--- src/rtl/bol_pkg.sv ---
// Shared types, codes and widths for the bounded ordered array list.
// Used by bol_cell and by the top level bounded_ordered_array_list.
package bol_pkg;

   // Fixed field widths of the stream and configuration ports.
   localparam int KIND_WIDTH      = 3;
   localparam int POSITION_WIDTH  = 6;
   localparam int VALUE_WIDTH     = 32;
   localparam int STATUS_WIDTH    = 2;
   localparam int COUNT_OUT_WIDTH = 7;
   localparam int LIMIT_WIDTH     = 7;
   localparam int REQ_DATA_WIDTH  = 48;
   localparam int RSP_DATA_WIDTH  = 48;
   localparam int CSR_INDEX_WIDTH = 1;
   localparam int CSR_DATA_WIDTH  = 7;

   // Parameter defaults.
   localparam int DEPTH_DEFAULT       = 64;
   localparam int ENTRY_WIDTH_DEFAULT = 32;

   // Register reset values.
   localparam logic [LIMIT_WIDTH-1:0] CAPACITY_LIMIT_RESET = LIMIT_WIDTH'(64);

   // Configuration register indexes.
   localparam logic [CSR_INDEX_WIDTH-1:0] CSR_CAPACITY_LIMIT = 1'b0;
   localparam logic [CSR_INDEX_WIDTH-1:0] CSR_COMPARE_MODE   = 1'b1;

   typedef enum logic [KIND_WIDTH-1:0] {
      KIND_INSERT = 3'd0,
      KIND_SORTED = 3'd1,
      KIND_APPEND = 3'd2,
      KIND_REMOVE = 3'd3,
      KIND_TAKE   = 3'd4
   } kind_type;

   typedef enum logic [STATUS_WIDTH-1:0] {
      ST_OK    = 2'd0,
      ST_FULL  = 2'd1,
      ST_INDEX = 2'd2,
      ST_NONE  = 2'd3
   } status_type;

   typedef enum logic [1:0] {
      CELL_HOLD       = 2'd0,
      CELL_SHIFT_UP   = 2'd1,
      CELL_SHIFT_DOWN = 2'd2
   } cell_op_type;

   // Command broadcast from the controller to every cell.
   typedef struct packed {
      logic        capture;  // register the compare flag this cycle
      logic        signed_cmp;
      cell_op_type op;
   } cell_cmd_type;

endpackage

--- src/rtl/bol_cell.sv ---
// One storage cell of the list: holds a single entry and its compare flag.
// Depends on bol_pkg for the command struct and cell operation codes.
module bol_cell
   import bol_pkg::*;
#(
   parameter int ENTRY_WIDTH = ENTRY_WIDTH_DEFAULT,
   parameter int COUNT_WIDTH = 7,
   parameter int INDEX       = 0
) (
   input  logic                   clock,
   input  logic                   reset,
   input  cell_cmd_type           cmd,
   input  logic [ENTRY_WIDTH-1:0] value,
   input  logic [COUNT_WIDTH-1:0] count,
   input  logic [COUNT_WIDTH-1:0] bound,
   input  logic [ENTRY_WIDTH-1:0] left_entry,
   input  logic [ENTRY_WIDTH-1:0] right_entry,
   output logic [ENTRY_WIDTH-1:0] entry_out,
   output logic                   below_out
);

   localparam logic [COUNT_WIDTH-1:0] MY_INDEX  = COUNT_WIDTH'(INDEX);
   localparam logic [ENTRY_WIDTH-1:0] SIGN_MASK = ENTRY_WIDTH'(1) << (ENTRY_WIDTH - 1);

   logic [ENTRY_WIDTH-1:0] entry_ff, entry_in;
   logic                   below_ff, below_in;
   logic [ENTRY_WIDTH-1:0] cmp_a, cmp_b;

   // The incoming value orders below this entry; only live entries count.
   always_comb begin
      cmp_a = cmd.signed_cmp ? (value ^ SIGN_MASK) : value;
      cmp_b = cmd.signed_cmp ? (entry_ff ^ SIGN_MASK) : entry_ff;
      below_in = below_ff;
      if (cmd.capture) begin
         below_in = (MY_INDEX < count) && (cmp_a < cmp_b);
      end
   end

   always_comb begin
      entry_in = entry_ff;
      case (cmd.op)
         CELL_SHIFT_UP: begin
            if (MY_INDEX > bound) begin
               entry_in = left_entry;
            end else if (MY_INDEX == bound) begin
               entry_in = value;
            end
         end
         CELL_SHIFT_DOWN: begin
            if (MY_INDEX >= bound) begin
               entry_in = right_entry;
            end
         end
         default: begin
         end
      endcase
   end

   always_ff @(posedge clock) begin
      if (reset) begin
         entry_ff <= '0;
         below_ff <= 1'b0;
      end else begin
         entry_ff <= entry_in;
         below_ff <= below_in;
      end
   end

   assign entry_out = entry_ff;
   assign below_out = below_ff;

endmodule

--- config.mk ---
export PLATFORM = sky130hd
export DESIGN_NAME = bol_cell
export DESIGN_NICKNAME = d
export VERILOG_FILES = /design/src/rtl/bol_pkg.sv /design/src/rtl/bol_cell.sv
export SDC_FILE = /design/constraint.sdc
export NUM_CORES = 1
export LEC_CHECK = 0
export ABC_CLOCK_PERIOD_IN_PS = 2000
export BUFFER_PORTS_ARGS = -buffer_cell sky130_fd_sc_hd__buf_2
export CAP_MARGIN = 20
export CORE_ASPECT_RATIO = 2
export CORE_UTILIZATION = 41
export CTS_BUF_LIST = sky130_fd_sc_hd__clkbuf_8 sky130_fd_sc_hd__clkbuf_16
export CTS_CLUSTER_DIAMETER = 200
export DETAILED_ROUTE_END_ITERATION = 10
export HOLD_SLACK_MARGIN = 0.06
export PLACE_DENSITY_LB_ADDON = 0.12
export SYNTH_ARGS = -nofsm -noshare
export SYNTH_HDL_FRONTEND = slang
export SYNTH_SLANG_ARGS = --single-unit
export TNS_END_PERCENT = 50
--- constraint.sdc ---
create_clock -name clock -period 2 [get_ports clock]
set_input_delay 0.6 -clock clock [delete_from_list [all_inputs] [get_ports clock]]
set_output_delay 0.6 -clock clock [all_outputs]
set_load 0.1 [all_outputs]
==> flow_summary.json <==
{
  "cts.clk_slew.worst_paths_ns": 0.05,
  "wl_mm": 5.81,
  "clock_skew_ns": 0.00216,
  "n_antenna_cell": 0,
  "drt-initial-drc-count": 85,
  "drive_gt1_frac": 0.499,
  "area_growth_pct": 35.7,
  "fin_hold_ws_ns": 0.505,
  "drc": 19,
  "synth_area_leaders": "dfxtp_1, ha_1, a211oi_2, mux2i_1, nor2_1",
  "num_io_pins": 149,
  "grt_setup_unrepaired": "no",
  "violations": "DRC",
  "clk_latency_ns": 0.27,
  "period_minus_slack_ns": 1.79,
  "place.gp.congestion": 0.744,
  "maxSlewViolCount": 0,
  "ys_seq_area_frac": 0.269,
  "max_cap_viol_count": 0,
  "finalNetCount": 532,
  "row_count": 39,
  "fin_util": 0.578,
  "drt-vias-per-instance": 5.21,
  "cts_buffer_depth": 2,
  "grt_max_degree": 36,
  "post_cts_buffers": 0,
  "hp-class": "reg2reg",
  "synth_top_area_frac": 0.269,
  "setup.worst_path.end_class": "flip-flop",
  "regToRegSetupSlack_ns": 0.28,
  "synthArstFlopShare": 0,
  "tightestPinTransition_ns": 0.501,
  "synth_edf_count": 0,
  "wire_per_inst_um": 13.1,
  "die_x_um": 56.7,
  "initial_utilization": 0.426,
  "synth_nets": 414,
  "crit_arrival_ns": 1.92,
  "numClockSinks": 33,
  "postSynthCellCount": 265,
  "status": "finished with violations",
  "ir_drop_mv": 0.488,
  "cts_tree": "done",
  "synth.cell_area_um2": 2450,
  "port_buffers": 116,
  "dp_hpwl_mm": 4.75,
  "timing.fmax_mhz": 560,
  "syn_area_per_cell_um2": 9.25,
  "yosysMostFrequentCell": "nor2_1",
  "start_kind": "input port",
  "worstPathRequired_ns": 2.13,
  "grt_pass1_vias": 2263,
  "synth_top_area_cell": "dfxtp_1",
  "powerDensity_nw_per_um2": 806,
  "hold_violations": 0,
  "synth_cell_type_count": 35,
  "ant_nets": 0,
  "cts_buffers": 5,
  "synthFlopType": "dfxtp_1",
  "grt_overflow_total": 0,
  "num-fill-cells": 584,
  "grt_usage": 0.188,
  "firstDrtPassIters": 7,
  "grt_pass1_wl_mm": 9.47,
  "critical_path.max_fanout": 2,
  "die_h_um": 111,
  "antenna_found_initial": 0,
  "vias": 2312,
  "leakagePower_nw": 1.55,
  "setup_viol": 0,
  "synthTopCellsByCount": "nor2_1, dfxtp_1, ha_1",
  "cts_max_level": 2,
  "cts-root-buf": "clkbuf_16",
  "critical_path_class": "in2reg",
  "slew_headroom": 0.668,
  "core_region_area_um2": 5760,
  "ys_warn_count": 0,
  "synth_seq_cells": 33,
  "die_area_um2": 6310,
  "finalCritPeriodShare": 0.893
}
[cell usage in the layout (no fill, tap or decap), types with 2 or more instances in the layout]
cell	Yosys	layout
buf_12	0	3
a21o_1	3	3
dfxtp_1	33	6
buf_2	7	116
a21oi_1	8	8
nand2b_1	2	2
nor2b_1	2	2
buf_4	3	6
and4_1	2	2
clkbuf_16	0	5
nor2_1	37	37
mux2i_1	32	32
dfxtp_2	0	27
a211oi_2	28	28
inv_1	32	33
nand4_1	2	2
ha_1	33	32
nand2_1	8	8
nand3_1	3	3
o21ai_0	3	2
a2111oi_0	2	2
a211oi_1	5	5
[flip-flops by register name (all words and copies together), names as in the netlist]
signal     count
entry_out     32
below_out      1
[through the flow]
step | power (mW) | std cells | setup WS [ns] | setup TNS, ns | area (um^2)
after global routing | 2.82 | 444 | 0.0413 | 0 | 3330
after floorplan | 1.69 | 265 | 0.0158 | 0 | 2490
after CTS | 2.72 | 444 | 0.0489 | 0 | 3320
final | 2.68 | 444 | 0.213 | 0 | 3330
after detailed placement | 1.96 | 437 | -0.235 | -0.235 | 3180
after global placement | 1.94 | 437 | -0.167 | -0.167 | 3180
[path summary, 6_finish.rpt]
path,startpoint,to,cells after the start
min,entry_out[9],entry_out[9],2
max reg2reg,entry_out[19],below_out,8
max,value[19],below_out,8
min reg2reg,entry_out[9],entry_out[9],2
[what timing repair did]
item	CTS	global route
endpoints found under the setup margin	0	1
hold buffers	0	0
hold endpoints to repair	0	0
resized for setup	0	2
[worst max-delay path, cell delays in order]
cell,delay [ns]
buf_2,0.11
ha_1,0.29
nand2_1,0.08
buf_4,0.13
nor2_1,0.13
nand2_1,0.08
a2111oi_0,0.40
a22oi_1,0.12
[kinds of logic (layout without fill, tap and decap cells)]
group	after synthesis	after routing	share of synthesized area
AOI/OAI and AO/OA	57	57	0.224
xor gates and xnor gates	2	2	0.00714
adders and majority gates	33	33	0.168
buffers and inverters	46	164	0.0786
DFF	33	33	0.269
muxes	32	32	0.131
and+or+nand+nor	62	62	0.122
[final cells by class]
class	count	area (um^2)	share of cell area
Clock buffer	6	139	0.0417
Sequential cell	33	694	0.209
Tap cell	61	76.3	0.0229
Timing Repair Buffer	125	686	0.206
Clock inverter	1	3.75	0.00113
Inverter	32	120	0.0361
Multi-Input combinational cell	186	1610	0.483
[routing by layer]
metal | GRT usage | part of all wire | vias to the layer above
li1 | - | - | 1179
met1 | 0.182 | 0.38 | 1051
met2 | 0.375 | 0.55 | 75
met3 | 0.0383 | 0.059 | 7
met4 | 0.0633 | 0.013 | 0
met5 | 0 | 0 | -
[power breakdown]
| group | internal (mW) | leakage (nW) | switching [mW] |
|---|---|---|---|
| combinational | 0.336 | 1.20 | 0.815 |
| clock | 0.483 | 0.0741 | 0.262 |
| sequential | 0.738 | 0.282 | 0.0474 |
| total | 1.56 | 1.55 | 1.12 |
Power figures use the tool's default switching activity.
